## src/hw/rtl/rangefinder_frame_parser_crc16_macros.svh

```systemverilog
// Assertion helpers shared by the RTL that carries checks.
// Each macro expects a clock named clk and a reset named rst in scope.
`ifndef RANGEFINDER_FRAME_PARSER_CRC16_MACROS_SVH
`define RANGEFINDER_FRAME_PARSER_CRC16_MACROS_SVH

// Same-cycle implication, held off during reset.
`define RFP_ASSERT_NOW(lbl, ante, cons, msg) \
  lbl: assert property (@(posedge clk) disable iff (rst) (ante) |-> (cons)) else $error(msg);

// Next-cycle implication, held off during reset.
`define RFP_ASSERT_NEXT(lbl, ante, cons, msg) \
  lbl: assert property (@(posedge clk) disable iff (rst) (ante) |=> (cons)) else $error(msg);

`endif

```

## src/hw/rtl/rfp_pkg.sv

```systemverilog
`default_nettype none

package rfp_pkg;

  // Frame framing bytes
  localparam logic [7:0] HDR0 = 8'h0A;
  localparam logic [7:0] HDR1 = 8'h0D;

  // CRC16-CCITT, no reflection, no final xor
  localparam logic [15:0] CRC_INIT = 16'hFFFF;
  localparam logic [15:0] CRC_POLY = 16'h1021;

  // Field widths
  localparam int BYTE_W  = 8;
  localparam int WORD_W  = 16;
  localparam int DIST_W  = 13;
  localparam int INDEX_W = 8;

  // Divide by ten: multiply by ceil(2^19 / 10) and keep the top bits
  localparam logic [WORD_W-1:0] DIV10_RECIP = 16'hCCCD;
  localparam int DIV10_SHIFT = 19;
  localparam int PROD_W = 2 * WORD_W;

  // Register indexes
  localparam logic [INDEX_W-1:0] CFG_PRECISION_CHECK_ENABLE = 8'd0;
  localparam logic [INDEX_W-1:0] CFG_PRECISION_LIMIT        = 8'd1;

  // Raw words of one good frame, handed from parser to output side
  typedef struct packed {
    logic [WORD_W-1:0] dist_raw;
    logic [WORD_W-1:0] prec;
  } record_t;

  // Configuration seen by the output side
  typedef struct packed {
    logic              check_enable;
    logic [WORD_W-1:0] limit;
  } cfg_regs_t;

  // Queue handshake between parser and output side
  typedef struct packed {
    logic push;
    logic full;
  } queue_ctl_t;

  // One byte through the CRC register, a bit per step
  function automatic logic [WORD_W-1:0] crc16_byte(input logic [WORD_W-1:0] crc,
                                                   input logic [BYTE_W-1:0] b);
    logic [WORD_W-1:0] c;
    c = crc ^ {b, 8'h00};
    for (int i = 0; i < 8; i++) begin
      if (c[WORD_W-1]) begin
        c = {c[WORD_W-2:0], 1'b0} ^ CRC_POLY;
      end else begin
        c = {c[WORD_W-2:0], 1'b0};
      end
    end
    return c;
  endfunction

endpackage

`default_nettype wire

```

## src/hw/rtl/rfp_byte_if.sv

```systemverilog
`default_nettype none

interface rfp_byte_if;
  logic                       valid;
  logic                       ready;
  logic [rfp_pkg::BYTE_W-1:0] rx_byte;

  modport source (output valid, output rx_byte, input ready);
  modport sink   (input valid, input rx_byte, output ready);
endinterface

`default_nettype wire

```

## src/hw/rtl/rfp_result_if.sv

```systemverilog
`default_nettype none

interface rfp_result_if;
  logic                       valid;
  logic                       ready;
  logic [rfp_pkg::DIST_W-1:0] range_cm;
  logic [rfp_pkg::WORD_W-1:0] precision_word;
  logic                       reading_accepted;

  modport source (output valid, output range_cm, output precision_word,
                  output reading_accepted, input ready);
  modport sink   (input valid, input range_cm, input precision_word,
                  input reading_accepted, output ready);
endinterface

`default_nettype wire

```

## src/hw/rtl/rfp_cfg_if.sv

```systemverilog
`default_nettype none

interface rfp_cfg_if;
  logic                        valid;
  logic                        ready;
  logic [rfp_pkg::INDEX_W-1:0] index;
  logic [rfp_pkg::WORD_W-1:0]  data;

  modport source (output valid, output index, output data, input ready);
  modport sink   (input valid, input index, input data, output ready);
endinterface

`default_nettype wire

```

## src/hw/rtl/rfp_front.sv

```systemverilog
`default_nettype none

module rfp_front #(
  parameter int PAYLOAD_BYTES = 11
) (
  input  wire logic                            clk,
  input  wire logic                            rst,
  input  wire logic                            in_valid,
  output logic                                 in_ready,
  input  wire logic [rfp_pkg::BYTE_W-1:0]      in_byte,
  output rfp_pkg::queue_ctl_t                  qctl,
  input  wire logic                            q_full,
  output rfp_pkg::record_t                     rec
);

  localparam int CntW = (PAYLOAD_BYTES > 1) ? $clog2(PAYLOAD_BYTES) : 1;
  localparam logic [CntW-1:0] LastIdx = CntW'(PAYLOAD_BYTES - 1);
  localparam logic [CntW-1:0] DistHiIdx = CntW'(3);
  localparam logic [CntW-1:0] DistLoIdx = CntW'(4);
  localparam logic [CntW-1:0] PrecHiIdx = CntW'(9);
  localparam logic [CntW-1:0] PrecLoIdx = CntW'(10);

  localparam logic [2:0] ST_IDLE = 3'd0;
  localparam logic [2:0] ST_HDR  = 3'd1;
  localparam logic [2:0] ST_PAY  = 3'd2;
  localparam logic [2:0] ST_CRCH = 3'd3;
  localparam logic [2:0] ST_CRCL = 3'd4;

  logic [2:0]                 parse_state;
  logic [2:0]                 parse_state_next;
  logic [CntW-1:0]            byte_count;
  logic [rfp_pkg::WORD_W-1:0] running_crc;
  logic [rfp_pkg::WORD_W-1:0] crc_next;
  logic [rfp_pkg::WORD_W-1:0] crc_result;
  logic [rfp_pkg::BYTE_W-1:0] dist_hi;
  logic [rfp_pkg::BYTE_W-1:0] dist_lo;
  logic [rfp_pkg::BYTE_W-1:0] prec_hi;
  logic [rfp_pkg::BYTE_W-1:0] prec_lo;
  logic                       accept;
  logic                       good_frame;

  // Stall only while the queue cannot take a record
  assign in_ready = !q_full;
  assign accept   = in_valid && in_ready;
  assign crc_next = rfp_pkg::crc16_byte(running_crc, in_byte);

  // Frame is good once the low CRC byte matches
  assign good_frame = accept && (parse_state == ST_CRCL) &&
                      (in_byte == crc_result[rfp_pkg::BYTE_W-1:0]);

  assign qctl.push = good_frame;
  assign qctl.full = q_full;
  assign rec.dist_raw = {dist_hi, dist_lo};
  assign rec.prec     = {prec_hi, prec_lo};

  // Next parse state
  always_comb begin
    parse_state_next = ST_IDLE;
    case (parse_state)
      ST_HDR:  parse_state_next = (in_byte == rfp_pkg::HDR1) ? ST_PAY : ST_IDLE;
      ST_PAY:  parse_state_next = (byte_count == LastIdx) ? ST_CRCH : ST_PAY;
      ST_CRCH: parse_state_next = (in_byte == crc_result[rfp_pkg::WORD_W-1:rfp_pkg::BYTE_W]) ?
                                  ST_CRCL : ST_IDLE;
      ST_CRCL: parse_state_next = ST_IDLE;
      default: parse_state_next = (in_byte == rfp_pkg::HDR0) ? ST_HDR : ST_IDLE;
    endcase
  end

  // Advance the parser on each accepted byte
  always_ff @(posedge clk) begin
    if (rst) begin
      parse_state <= ST_IDLE;
      byte_count  <= '0;
      running_crc <= rfp_pkg::CRC_INIT;
      crc_result  <= '0;
    end else if (accept) begin
      parse_state <= parse_state_next;
      if (parse_state == ST_HDR && in_byte == rfp_pkg::HDR1) begin
        byte_count  <= '0;
        running_crc <= rfp_pkg::CRC_INIT;
      end
      if (parse_state == ST_PAY) begin
        running_crc <= crc_next;
        if (byte_count == LastIdx) begin
          crc_result <= crc_next;
        end else begin
          byte_count <= byte_count + 1'b1;
        end
      end
    end
  end

  // Capture the payload bytes that make up the reading
  always_ff @(posedge clk) begin
    if (accept && parse_state == ST_PAY) begin
      if (byte_count == DistHiIdx) dist_hi <= in_byte;
      if (byte_count == DistLoIdx) dist_lo <= in_byte;
      if (byte_count == PrecHiIdx) prec_hi <= in_byte;
      if (byte_count == PrecLoIdx) prec_lo <= in_byte;
    end
  end

endmodule

`default_nettype wire

```

## src/hw/rtl/rfp_queue.sv

```systemverilog
`default_nettype none

module rfp_queue (
  input  wire logic                 clk,
  input  wire logic                 rst,
  input  wire rfp_pkg::queue_ctl_t  qctl,
  input  wire rfp_pkg::record_t     push_data,
  output logic                      full,
  output logic                      valid,
  input  wire logic                 pop,
  output rfp_pkg::record_t          head
);

  localparam int Depth = 2;

  rfp_pkg::record_t entries [Depth];
  logic [$clog2(Depth)-1:0] wr_ptr;
  logic [$clog2(Depth)-1:0] rd_ptr;
  logic [$clog2(Depth):0]   count;
  logic                     do_push;
  logic                     do_pop;

  assign full    = (count == ($clog2(Depth) + 1)'(Depth));
  assign valid   = (count != '0);
  assign head    = entries[rd_ptr];
  assign do_push = qctl.push && !qctl.full;
  assign do_pop  = pop && valid;

  // Track occupancy and pointers
  always_ff @(posedge clk) begin
    if (rst) begin
      wr_ptr <= '0;
      rd_ptr <= '0;
      count  <= '0;
    end else begin
      if (do_push) wr_ptr <= wr_ptr + 1'b1;
      if (do_pop)  rd_ptr <= rd_ptr + 1'b1;
      case ({do_push, do_pop})
        2'b10:   count <= count + 1'b1;
        2'b01:   count <= count - 1'b1;
        default: count <= count;
      endcase
    end
  end

  // Store the incoming record
  always_ff @(posedge clk) begin
    if (do_push) entries[wr_ptr] <= push_data;
  end

endmodule

`default_nettype wire

```

## src/hw/rtl/rfp_back.sv

```systemverilog
`default_nettype none

module rfp_back (
  input  wire logic                         clk,
  input  wire logic                         rst,
  input  wire logic                         q_valid,
  output logic                              q_pop,
  input  wire rfp_pkg::record_t             head,
  input  wire rfp_pkg::cfg_regs_t           cfg_regs,
  output logic                              out_valid,
  input  wire logic                         out_ready,
  output logic [rfp_pkg::DIST_W-1:0]        range_cm,
  output logic [rfp_pkg::WORD_W-1:0]        precision_word,
  output logic                              reading_accepted
);

  logic [rfp_pkg::PROD_W-1:0] prod;
  logic [rfp_pkg::DIST_W-1:0] range_val;
  logic                       ok;

  // Take a record whenever the output register is free or being emptied
  assign q_pop = q_valid && (!out_valid || out_ready);

  // Divide the raw word by ten through the reciprocal
  assign prod = rfp_pkg::PROD_W'(head.dist_raw) * rfp_pkg::PROD_W'(rfp_pkg::DIV10_RECIP);
  assign range_val = prod[rfp_pkg::DIV10_SHIFT +: rfp_pkg::DIST_W];
  assign ok   = !(cfg_regs.check_enable && (head.prec > cfg_regs.limit));

  // Hold the result until the sink takes it
  always_ff @(posedge clk) begin
    if (rst) begin
      out_valid <= 1'b0;
    end else if (q_pop) begin
      out_valid <= 1'b1;
    end else if (out_ready) begin
      out_valid <= 1'b0;
    end
  end

  always_ff @(posedge clk) begin
    if (q_pop) begin
      range_cm         <= range_val;
      precision_word   <= head.prec;
      reading_accepted <= ok;
    end
  end

endmodule

`default_nettype wire

```

## src/hw/rtl/rangefinder_frame_parser_crc16.sv

```systemverilog
// Rangefinder frame parser. Received serial bytes enter on rx, one per cycle
// with no gaps needed while the queue has room, a rate set by the parser,
// which folds a whole byte into the CRC per cycle; the block hunts for header
// 0x0A 0x0D, collects the payload while running CRC16-CCITT (init 0xFFFF,
// poly 0x1021) over it, and on a frame whose two CRC bytes match emits one
// transaction on res: the distance in cm (payload bytes 3,4 divided by ten),
// the precision word (bytes 9,10) and an accept flag from the optional
// precision check. Bad headers or CRC bytes drop the frame silently. The
// result is presented on res through a two-entry record queue and a
// registered output stage, so rx keeps flowing while a result waits on res
// and stalls only while the queue holds two records behind it. The user must
// write registers on cfg (index 0: check enable, index 1: precision limit)
// only while idle; the block itself does not enforce this.
`default_nettype none

`include "rangefinder_frame_parser_crc16_macros.svh"

module rangefinder_frame_parser_crc16 #(
  parameter int PAYLOAD_BYTES = 11
) (
  input  wire logic     clk,
  input  wire logic     rst,
  rfp_byte_if.sink      rx,
  rfp_result_if.source  res,
  rfp_cfg_if.sink       cfg
);

  rfp_pkg::cfg_regs_t  cfg_regs;
  rfp_pkg::queue_ctl_t qctl;
  rfp_pkg::record_t    push_rec;
  rfp_pkg::record_t    head;
  logic                q_full;
  logic                q_valid;
  logic                q_pop;

  // Configuration registers, always ready
  assign cfg.ready = 1'b1;

  always_ff @(posedge clk) begin
    if (rst) begin
      cfg_regs.check_enable <= 1'b0;
      cfg_regs.limit        <= 16'd100;
    end else if (cfg.valid && cfg.ready) begin
      case (cfg.index)
        rfp_pkg::CFG_PRECISION_CHECK_ENABLE: cfg_regs.check_enable <= cfg.data[0];
        rfp_pkg::CFG_PRECISION_LIMIT:        cfg_regs.limit        <= cfg.data;
        default: ;
      endcase
    end
  end

  rfp_front #(
    .PAYLOAD_BYTES (PAYLOAD_BYTES)
  ) u_front (
    .clk      (clk),
    .rst      (rst),
    .in_valid (rx.valid),
    .in_ready (rx.ready),
    .in_byte  (rx.rx_byte),
    .qctl     (qctl),
    .q_full   (q_full),
    .rec      (push_rec)
  );

  rfp_queue u_queue (
    .clk       (clk),
    .rst       (rst),
    .qctl      (qctl),
    .push_data (push_rec),
    .full      (q_full),
    .valid     (q_valid),
    .pop       (q_pop),
    .head      (head)
  );

  rfp_back u_back (
    .clk              (clk),
    .rst              (rst),
    .q_valid          (q_valid),
    .q_pop            (q_pop),
    .head             (head),
    .cfg_regs         (cfg_regs),
    .out_valid        (res.valid),
    .out_ready        (res.ready),
    .range_cm         (res.range_cm),
    .precision_word   (res.precision_word),
    .reading_accepted (res.reading_accepted)
  );

  // A record is only pushed on an accepted byte, and never into a full queue
  `RFP_ASSERT_NOW(a_push_on_accept, qctl.push, rx.valid && rx.ready, "push without byte")
  `RFP_ASSERT_NOW(a_no_overflow, qctl.push, !q_full, "queue overflow")
  // With the check off every reading is accepted
  `RFP_ASSERT_NOW(a_accept_when_off, res.valid && !cfg_regs.check_enable,
                  res.reading_accepted, "reading rejected with check off")
  // A popped record always shows on the output next cycle
  `RFP_ASSERT_NEXT(a_pop_to_out, q_pop, res.valid, "popped record not presented")

endmodule

`default_nettype wire
```

## src/flat_wrapper.sv

```systemverilog
// flat-port wrapper written by rule: the top's interface ports become plain ports
module rangefinder_frame_parser_crc16_flat 
#(
  parameter int PAYLOAD_BYTES = 11
)
  (clk, rst, rx_valid, rx_rx_byte, rx_ready, res_valid, res_range_cm, res_precision_word, res_reading_accepted, res_ready, cfg_valid, cfg_index, cfg_data, cfg_ready);
  rfp_byte_if rx_i ();
  rfp_result_if res_i ();
  rfp_cfg_if cfg_i ();
  input  wire logic clk;
  input  wire logic rst;
  input wire logic [$bits(rx_i.valid)-1:0] rx_valid;
  input wire logic [$bits(rx_i.rx_byte)-1:0] rx_rx_byte;
  output wire logic [$bits(rx_i.ready)-1:0] rx_ready;
  output wire logic [$bits(res_i.valid)-1:0] res_valid;
  output wire logic [$bits(res_i.range_cm)-1:0] res_range_cm;
  output wire logic [$bits(res_i.precision_word)-1:0] res_precision_word;
  output wire logic [$bits(res_i.reading_accepted)-1:0] res_reading_accepted;
  input wire logic [$bits(res_i.ready)-1:0] res_ready;
  input wire logic [$bits(cfg_i.valid)-1:0] cfg_valid;
  input wire logic [$bits(cfg_i.index)-1:0] cfg_index;
  input wire logic [$bits(cfg_i.data)-1:0] cfg_data;
  output wire logic [$bits(cfg_i.ready)-1:0] cfg_ready;
  assign rx_i.valid = rx_valid;
  assign rx_i.rx_byte = rx_rx_byte;
  assign rx_ready = rx_i.ready;
  assign res_valid = res_i.valid;
  assign res_range_cm = res_i.range_cm;
  assign res_precision_word = res_i.precision_word;
  assign res_reading_accepted = res_i.reading_accepted;
  assign res_i.ready = res_ready;
  assign cfg_i.valid = cfg_valid;
  assign cfg_i.index = cfg_index;
  assign cfg_i.data = cfg_data;
  assign cfg_ready = cfg_i.ready;
  rangefinder_frame_parser_crc16 #(.PAYLOAD_BYTES(PAYLOAD_BYTES)) u_core (.clk(clk), .rst(rst), .rx(rx_i), .res(res_i), .cfg(cfg_i));
endmodule
```

## config.mk

```make
export PLATFORM = sky130hd
export DESIGN_NAME = rangefinder_frame_parser_crc16_flat
export DESIGN_NICKNAME = d
export VERILOG_FILES = /design/src/hw/rtl/rfp_pkg.sv /design/src/hw/rtl/rfp_byte_if.sv /design/src/hw/rtl/rfp_result_if.sv /design/src/hw/rtl/rfp_cfg_if.sv /design/src/hw/rtl/rfp_front.sv /design/src/hw/rtl/rfp_queue.sv /design/src/hw/rtl/rfp_back.sv /design/src/hw/rtl/rangefinder_frame_parser_crc16.sv /design/src/flat_wrapper.sv
export VERILOG_INCLUDE_DIRS = /design/src /design/src/hw/rtl
export SDC_FILE = /design/constraint.sdc
export NUM_CORES = 1
export LEC_CHECK = 0
export ABC_AREA = 0
export BUFFER_PORTS_ARGS = -buffer_cell sky130_fd_sc_hd__buf_2
export CAP_MARGIN = 10
export CORE_ASPECT_RATIO = 1.1
export CORE_UTILIZATION = 53
export DETAILED_ROUTE_END_ITERATION = 10
export PLACE_DENSITY = 0.78
export SYNTH_ARGS = -nofsm -noshare
export SYNTH_HDL_FRONTEND = slang
export SYNTH_SLANG_ARGS = --single-unit
export TNS_END_PERCENT = 5
```

## constraint.sdc

```tcl
create_clock -name clk -period 18.9 [get_ports clk]
set_input_delay 0 -clock clk [delete_from_list [all_inputs] [get_ports clk]]
set_output_delay 0 -clock clk [all_outputs]
set_load 0.05 [all_outputs]
```

Word level (Yosys, flattened, before mapping)
Memories as Yosys holds them, arrays and structs flattened. A register that Yosys moved wholly into a read port is not among the register bits.
Cells that the tools add are included.
Storage, ports and cells
  register bits after elaboration: 123
  bits in latches: 0
  RAM bits: 64
  bits in read-only memories: 0
  bits of input ports: 37
  output and inout bits: 33
  word-level logic and storage cells: 101
  memories: 1
Memories
  u_core.u_queue.entries: words 2, bits a word 32, read ports 1, clocked after Yosys merged registers in 1, write ports 1, line rfp_queue.sv:16  | rfp_pkg::record_t entries [Depth];
Cells by class
  add/sub/neg operators: 5
  multipliers: 1
  divide/modulo/power cells: 0
  $lt $le $gt $ge: 1
  equality and inequality tests: 16
  shift operators: 0
  multiplexer cells: 25
  bitwise operators: 9
  reduce and logical (&&, ||, !) cells: 26
Operators with widths (number)
  13-bit two-way mux: 8
  16-bit by 16-bit multiplier with 32-bit output (second input constant): 1
  16-bit two-way mux: 2
  3-bit NOT: 8
  8-bit by 4-bit equality test with 1-bit output (second input constant): 2
  8-bit equality test: 2
  16-bit > comparator: 1
  16-bit bitwise XOR: 1
  2-bit AND reduction: 7
  4-bit two-way mux: 3
  3-bit case mux with 4 select lines: 1
  1-bit logical AND: 9
  4-bit equality test (second input constant): 2
  8-bit by 1-bit equality test with 1-bit output (second input constant): 1
  8-bit zero test: 1
  1-bit two-way mux: 8
  2-bit nonzero test: 4
  3-bit by 2-bit equality test with 1-bit output (second input constant): 2
  4-bit by 1-bit adder with 4-bit output (second input constant): 1
  2-bit equality test (second input constant): 2
  4-bit by 2-bit equality test with 1-bit output (second input constant): 1
  4-bit by 3-bit equality test with 1-bit output (second input constant): 1
  2-bit case mux with 2 select lines: 1
  3-bit by 1-bit equality test with 1-bit output (second input constant): 1
  other kinds (10): 13

Longest topological paths before layout
Gate-level depths: netlist of run 1.
  depth after elaboration: 18
  mapped depth: 22

Hierarchy
A second synthesis of run 1 with hierarchy kept.
Second synthesis, totals
  cells, all modules: 993
  area, all modules: 12101.6 um^2
Modules (own cells, without submodules)
  rfp_back: instances 1, cells an instance 552, area an instance 5786.8 um^2, seq. area each 920.9 um^2
  rfp_front: instances 1, cells an instance 239, area an instance 2997.9 um^2, seq. area each 1741.7 um^2
  rfp_queue: instances 1, cells an instance 124, area an instance 2519.9 um^2, seq. area each 2021.9 um^2
  rangefinder_frame_parser_crc16: instances 1, cells an instance 78, area an instance 797.0 um^2, seq. area each 340.3 um^2

Worst setup path after synthesis of run 1
No wires, ideal clock.
  path type: reg-to-reg
  from: register (tool-made name)
  to: register u_core.u_back.range_cm[7] (netlist bit) (data pin)
  setup time: 0.260 ns
  arrival time: 6.233 ns
  path slack: 12.407 ns
  cell stages (with the launch flop): 21
  buffers on the path: 2
  period minus slack after synthesis: 6.493 ns
  cells stage by stage: dfxtp_1 -> clkbuf_1 -> clkbuf_1 -> mux2_2 -> ha_1 -> inv_1 -> fa_1 -> inv_1 -> fa_1 -> fa_1 -> fa_1 -> inv_1 -> fa_1 -> inv_1 -> ha_1 -> nand4_1 -> or4_1 -> a21o_1 -> a31oi_2 -> o221ai_1 -> xnor2_1
RTL lines
  to (signal assigned): line rfp_back.sv:42  | range_cm <= range_val;
  to (decl): line rfp_back.sv:12  | output logic [rfp_pkg::DIST_W-1:0] range_cm,

==> metrics.yaml, run 1 <==
status:
  status: "completed"
timing:
  period_share_pct: 35.3
  rsz0062_at_grt: "false"
  skew_ps: 19.5
  setup_violations: 0
  hold_violations: 0
  finalSetupTns_ps: 0
  maxSlewHeadroom_pct: 22.4
  whs_ps: 252
  fmax_mhz: 150
  worst_pin_slew_ps: 1160
  maxSlewViolCount: 0
  finalCriticalPeriod_ps: 6670
cts:
  cts_buffers: 17
  htreeDepth: 4
  cts_root_buf: "clkbuf_16"
  cts_tree: "yes"
  cts_buffer_depth: 2
  ctsResizeCount: 0
  clock-sinks: 188
  clk_latency_ps: 440
  cts_hold_buf: 28
  clk_pin_slew_ps: 90
  post_cts_buffers: 0
setup_path:
  cp_data_arrival_time_ps: 6850
  critPathMaxFanout: 30
  worstRegToRegCells: 20
  crit_path_start_kind: "register"
  reg2reg_to: "u_core.u_back.range_cm[7]"
  cp-end-kind: "register"
  r2r_slack_ps: 12230
  worstSetupPathType: "register to register"
  cp_data_required_time_ps: 19090
finish:
  multiInputGateArea_sq_mm: 0.00641
  finish.instance_area_sq_mm: 0.0138
  diodes: 0
  area_growth_pct: 13.0
  fillCellCount: 1665
  seqCellArea_sq_mm: 0.00502
  nets: 1423
  drive_gt1_share_pct: 13.3
floorplan:
  die_y_um: 161
  die_x_um: 147
  placementRows: 57
  die-area_sq_mm: 0.0236
  floorplan.initialDensity_pct: 54.6
  boundaryPins: 70
  design.core.area_sq_mm: 0.0223
drt:
  wl_per_cell_um: 17.3
  drtIter0Drc: 555
  vias: 7976
  drtAntennaViolNets: 0
  firstDrtPassIters: 5
  drc: 0
  via_per_inst: 5.45
  routed_wirelength_mm: 25.3
min_path:
  hold_path_depth: 2
  hp-start: "rst"
  min_delay_worst_endpoint: "u_core.u_front.crc_result[2]"
  hold_path_class: "primary input to register"
pwr:
  clkPwrFrac_pct: 45.5
  p_sw_mw: 0.207
  p_leak_nw: 6.01
  seq_power_share_pct: 51.6
  swShare_pct: 24.6
  irDropWorstVdd_mv: 0.0626
  power-per-cell-area_mw_per_mm2: 61.0
  internal_power_mw: 0.634
  p_comb_share_pct: 2.9
grt:
  grt_start_max_net_pins: 63
  track_usage_pct: 22.4
  antenna_found_initial: 0
  grt_first_pass_wirelength_mm: 41.2
  grt_pass1_vias: 8126
  grt-ovfl-total: 0
synth:
  syn_avg_cell_area_sq_um: 11.5
  synth.largest_area_cell: "edfxtp_1"
  syn_area_sq_mm: 0.0122
  synthTopCellsByCount: "inv_1 (173), ha_1 (153), edfxtp_1 (126), fa_1 (78), nor2_1 (78)"
  synth_cell_types: 66
  synthArstFlopShare_pct: 0
  yosysMostFrequentCell: "inv_1"
  ys_warn_count: 0
  synthFlopType: "edfxtp_1"
  ys_seq_area_share_pct: 41.2
  synth_edf_count: 126
  ys_ff_latch: 188
  synthTopCellsByArea: "edfxtp_1 (31%), ha_1 (16%), fa_1 (13%)"
  synth_top_area_share_pct: 31.0
  syn-num-nets: 1327
  syn_inst: 1059
placed_design:
  port_buffers: 68
  dp_hpwl_mm: 18.6
  gp_congestion: 0.940
  dpl_cell_area_sq_mm: 0.0128
run:
  cap_violations: 0
-- power by group through the flow --
stage / registers (mW) / logic, mW / clock network [mW]
final: 0.434 / 0.0241 / 0.383
after CTS: 0.434 / 0.0238 / 0.386
after floorplan: 0.443 / 0.0107 / 0
after global placement: 0.443 / 0.0192 / 0
after global routing: 0.434 / 0.0259 / 0.404
after detailed placement: 0.443 / 0.0194 / 0
-- per-stage QoR --
stage	std cells	util [%]	setup WS, ps	power (mW)
after floorplan	1059	-	12410	0.454
after global placement	1403	57.6	12320	0.463
after detailed placement	1403	57.6	12230	0.463
after CTS	1463	61.7	12190	0.844
after global routing	1463	61.7	11950	0.863
final	1463	61.7	12230	0.841
-- worst max-delay path, stage by stage, from the launching register on --
cell and delay [ps]:
dfxtp_1 380, buf_4 420, mux2i_1 400, inv_1 170
ha_1 370, xor2_1 170, ha_1 180, a21o_1 180
fa_1 530, fa_1 530, fa_1 540, inv_1 50
fa_1 520, inv_1 40, ha_1 340, nand4_1 180
or4_1 550, a21o_1 230, a31oi_2 270, o221ai_1 190
xnor2_1 150
-- final cells by class --
class,count,share of cell area (%)
Clock buffer,17,3.09
Multi-Input combinational cell,672,46.5
Clock inverter,15,1.64
Tap cell,295,2.68
Inverter,173,4.71
Sequential cell,188,36.5
Timing Repair Buffer,103,4.88
-- state kept, by name, indices dropped and copies added (netlist names), named ones only --
signal,flops
u_core.cfg_regs,17
u_core.u_back.reading_accepted,1
u_core.u_back.range_cm,13
u_core.u_front.parse_state,3
u_core.u_front.dist_lo,8
u_core.u_queue.rd_ptr,1
u_core.u_queue.entries,64
u_core.u_front.byte_count,4
u_core.u_front.crc_result,16
u_core.u_front.running_crc,16
u_core.u_queue.wr_ptr,1
u_core.u_front.prec_lo,8
u_core.u_queue.count,2
u_core.u_back.out_valid,1
u_core.u_front.prec_hi,8
u_core.u_front.dist_hi,8
u_core.u_back.precision_word,16
-- worst max-delay path by stage --
| stage | start | slack, ps | end | cells after the start |
|---|---|---|---|---|
| final | register | 12230 | u_core.u_back.range_cm[7] | 20 |
| after global routing | register | 11950 | u_core.u_back.range_cm[7] | 20 |
| after CTS | register | 12190 | u_core.u_back.range_cm[7] | 19 |
| after detailed placement | register | 12230 | u_core.u_back.range_cm[7] | 19 |
| after global placement | register | 12320 | u_core.u_back.range_cm[7] | 19 |
| after floorplan | register | 12410 | u_core.u_back.range_cm[7] | 20 |
-- cells by family (layout without fill, tap and decap cells) --
kind of cell / Yosys count / count (layout) / share of synthesized area (%)
compound gates: 125 / 125 / 6.58
mux: 46 / 46 / 4.05
flops: 188 / 188 / 41.2
fa+ha+maj: 231 / 231 / 28.5
simple gates: 200 / 200 / 8.43
xor+xnor: 69 / 69 / 4.95
other cells: 1 / 1 / 0.0307
buf+inv: 199 / 308 / 6.26
-- cells in the final DEF, fill, tap and decap left out, types with 7 or more instances in the layout --
cell,synthesis,final
mux2_2,23,23
dlygate4sd3_1,0,28
xnor2_1,49,49
nand4_1,12,12
nand2_1,19,19
fa_1,78,78
xor2_1,20,20
dfxtp_1,62,62
buf_4,3,7
a21oi_1,59,59
buf_2,4,68
or2_2,15,15
mux2i_1,22,22
edfxtp_1,126,126
nor2_1,78,76
ha_1,153,153
o21ai_0,10,10
inv_1,173,173
clkbuf_16,0,17
nor3_1,21,21
nand3_1,11,11
a21o_1,15,15
-- per-layer routing --
layer | GRT usage, % | wire, um | vias up | part of all wire (%)
met1 | 29.4 | 11100 | 3956 | 44
met2 | 38.8 | 12900 | 184 | 51
met4 | 6.25 | 427 | 0 | 1.7
met3 | 2.94 | 861 | 35 | 3.4
li1 | - | - | 3801 | -
met5 | 0 | 0 | - | 0
No activity file was read; power rests on OpenSTA's default activity.
==> run 2, diff against run 1 <==
==> constraint.sdc (replaced) <==
create_clock -name clk -period 6.9 [get_ports clk]
set_input_delay 0 -clock clk [delete_from_list [all_inputs] [get_ports clk]]
set_output_delay 0 -clock clk [all_outputs]
set_load 0.05 [all_outputs]
==> metrics.yaml, run 2 (same netlist as run 1, synthesis figures left out) <==
status:
  status: "completed"
drt:
  drtAntennaViolNets: 0
  firstDrtPassIters: 6
  drc: 0
  routed_wirelength_mm: 25.8
  via_per_inst: 5.44
  drtIter0Drc: 459
  vias: 7966
  wl_per_cell_um: 17.7
grt:
  grt_start_max_net_pins: 63
  antenna_found_initial: 0
  grt-ovfl-total: 0
  track_usage_pct: 22.6
  grt_pass1_vias: 8221
  grt_first_pass_wirelength_mm: 41.4
setup_path:
  worstSetupPathType: "register to register"
  path_buf_inv: 4
  cp_data_arrival_time_ps: 6820
  cp_cell_sequence: "buf_4 > mux2i_1 > inv_1 > ha_1 > inv_1 > fa_1 > fa_1 > fa_1 > fa_1 > inv_1 > ha_1 > ha_1 > a21oi_1 > o21bai_1 > a21oi_1 > or4b_1 > o311ai_2"
  critPathMaxFanout: 10
  cp-end-kind: "register"
  cp_data_required_time_ps: 7160
  cp_common_cell: "fa_1"
  crit_path_start_kind: "register"
  critPathTopFamily: "adder cells"
  crit_path_top_delay_cell: "dfxtp_1"
  cp_slowest_stage_delay_ps: 570
pwr:
  clkPwrFrac_pct: 45.6
  p_comb_share_pct: 2.9
  swShare_pct: 24.8
  internal_power_mw: 1.74
  finalPower_mw: 2.31
  p_sw_mw: 0.572
  power-per-cell-area_mw_per_mm2: 167
  seq_power_share_pct: 51.5
  p_leak_nw: 6.01
  irDropWorstVdd_mv: 0.179
finish:
  finish.instance_area_sq_mm: 0.0138
  top_regs: "u_core.u_queue.entries: 64 flops, u_core.cfg_regs: 17 flops"
  diodes: 0
  layout_commonest_cell: "inv_1"
  mostFrequentLayoutCells: "inv_1 (173), ha_1 (153), edfxtp_1 (126)"
  fillCellCount: 1686
  nets: 1423
  area_growth_pct: 13.0
  largest_reg_flops: 64
  largest_register: "u_core.u_queue.entries"
  drive_gt1_share_pct: 13.4
run:
  cap_violations: 0
floorplan:
  boundaryPins: 70
  die_y_um: 161
  placementRows: 57
  design.core.area_sq_mm: 0.0223
  die-area_sq_mm: 0.0236
  floorplan.initialDensity_pct: 54.6
  die_x_um: 147
cts:
  clock-sinks: 188
  post_cts_buffers: 0
  clk_pin_slew_ps: 80
  clk_latency_ps: 440
  htreeDepth: 4
  cts_buffers: 17
  cts_tree: "yes"
  cts_root_buf: "clkbuf_16"
  ctsResizeCount: 0
  cts_buffer_depth: 2
timing:
  whs_ps: 277
  hold_violations: 0
  worst_pin_slew_ps: 1140
  maxSlewViolCount: 0
  finalCriticalPeriod_ps: 6570
  period_share_pct: 95.2
  setup_violations: 0
  maxSlewHeadroom_pct: 23.9
  finalSetupTns_ps: 0
  rsz0062_at_grt: "false"
  fmax_mhz: 152
  skew_ps: 11.1
placed_design:
  gp_congestion: 0.967
  dpl_cell_area_sq_mm: 0.0129
  dp_hpwl_mm: 18.8
  port_buffers: 68
min_path:
  hold_path_class: "primary input to register"
[run 2: changes by cell type in the layout (fill, tap and decap cells not counted)]
cell and delta:
inv_8 -1, buf_4 +1, dlygate4sd3_1 -1, clkinv_8 +1
[run 2: layout make-up]
| type | count | area (sq um) | share of cell area (%) |
|---|---|---|---|
| multi-input cells | 672 | 6410 | 46.5 |
| flip-flops and latches | 188 | 5020 | 36.5 |
| repair buffers | 103 | 671 | 4.87 |
| inverters | 173 | 649 | 4.71 |
| clock buffers | 17 | 425 | 3.09 |
| well taps | 295 | 369 | 2.68 |
| clock inverters | 15 | 231 | 1.68 |
[run 2: per-stage QoR]
step	cells	setup WS, ps	utilization, %
finish	1463	332	61.8
global placement	1404	408	57.6
detailed placement	1404	390	57.6
floorplan	1059	407	-
global route	1463	19.2	61.8
CTS	1463	380	61.8
[run 2: timing repair]
item	4_1_cts	5_1_grt
hold endpoints to repair	51	0
hold buffers	27	0
setup endpoints to repair	0	0
[run 2: metal layers]
layer  track usage (%)  wire, um
met2              39.4     13200
met5                 0         0
met1              29.5     11200
met4              6.96       454
met3              2.82       974
[run 2: final timing paths]
path | startpoint | to | slack (ps) | cells past startpoint
min | rst | u_core.u_front.crc_result[5] | 280 | 2
min reg2reg | u_core.u_front.prec_hi[0] | u_core.u_queue.entries[1][8] | 450 | 0
max reg2reg | register | u_core.u_back.range_cm[6] | 330 | 17
max | register | u_core.u_back.range_cm[6] | 330 | 17
[run 2: worst reg2reg max path, stage by stage (launching register included)]
cell      delay (ps)
dfxtp_1          570
buf_4            280
mux2i_1          540
inv_1            230
ha_1             380
inv_1            160
fa_1             500
fa_1             540
fa_1             550
fa_1             560
inv_1             50
ha_1             310
ha_1             380
a21oi_1          350
o21bai_1         150
a21oi_1          280
or4b_1           490
o311ai_2         100
[run 2: power groups by stage]
stage	Sequential, mW	Combinational [mW]	Clock (mW)
after floorplan	1.21	0.0293	0
after global placement	1.21	0.0534	0
after detailed placement	1.21	0.0536	0
after CTS	1.19	0.0655	1.07
after global routing	1.19	0.0710	1.10
final	1.19	0.0666	1.05
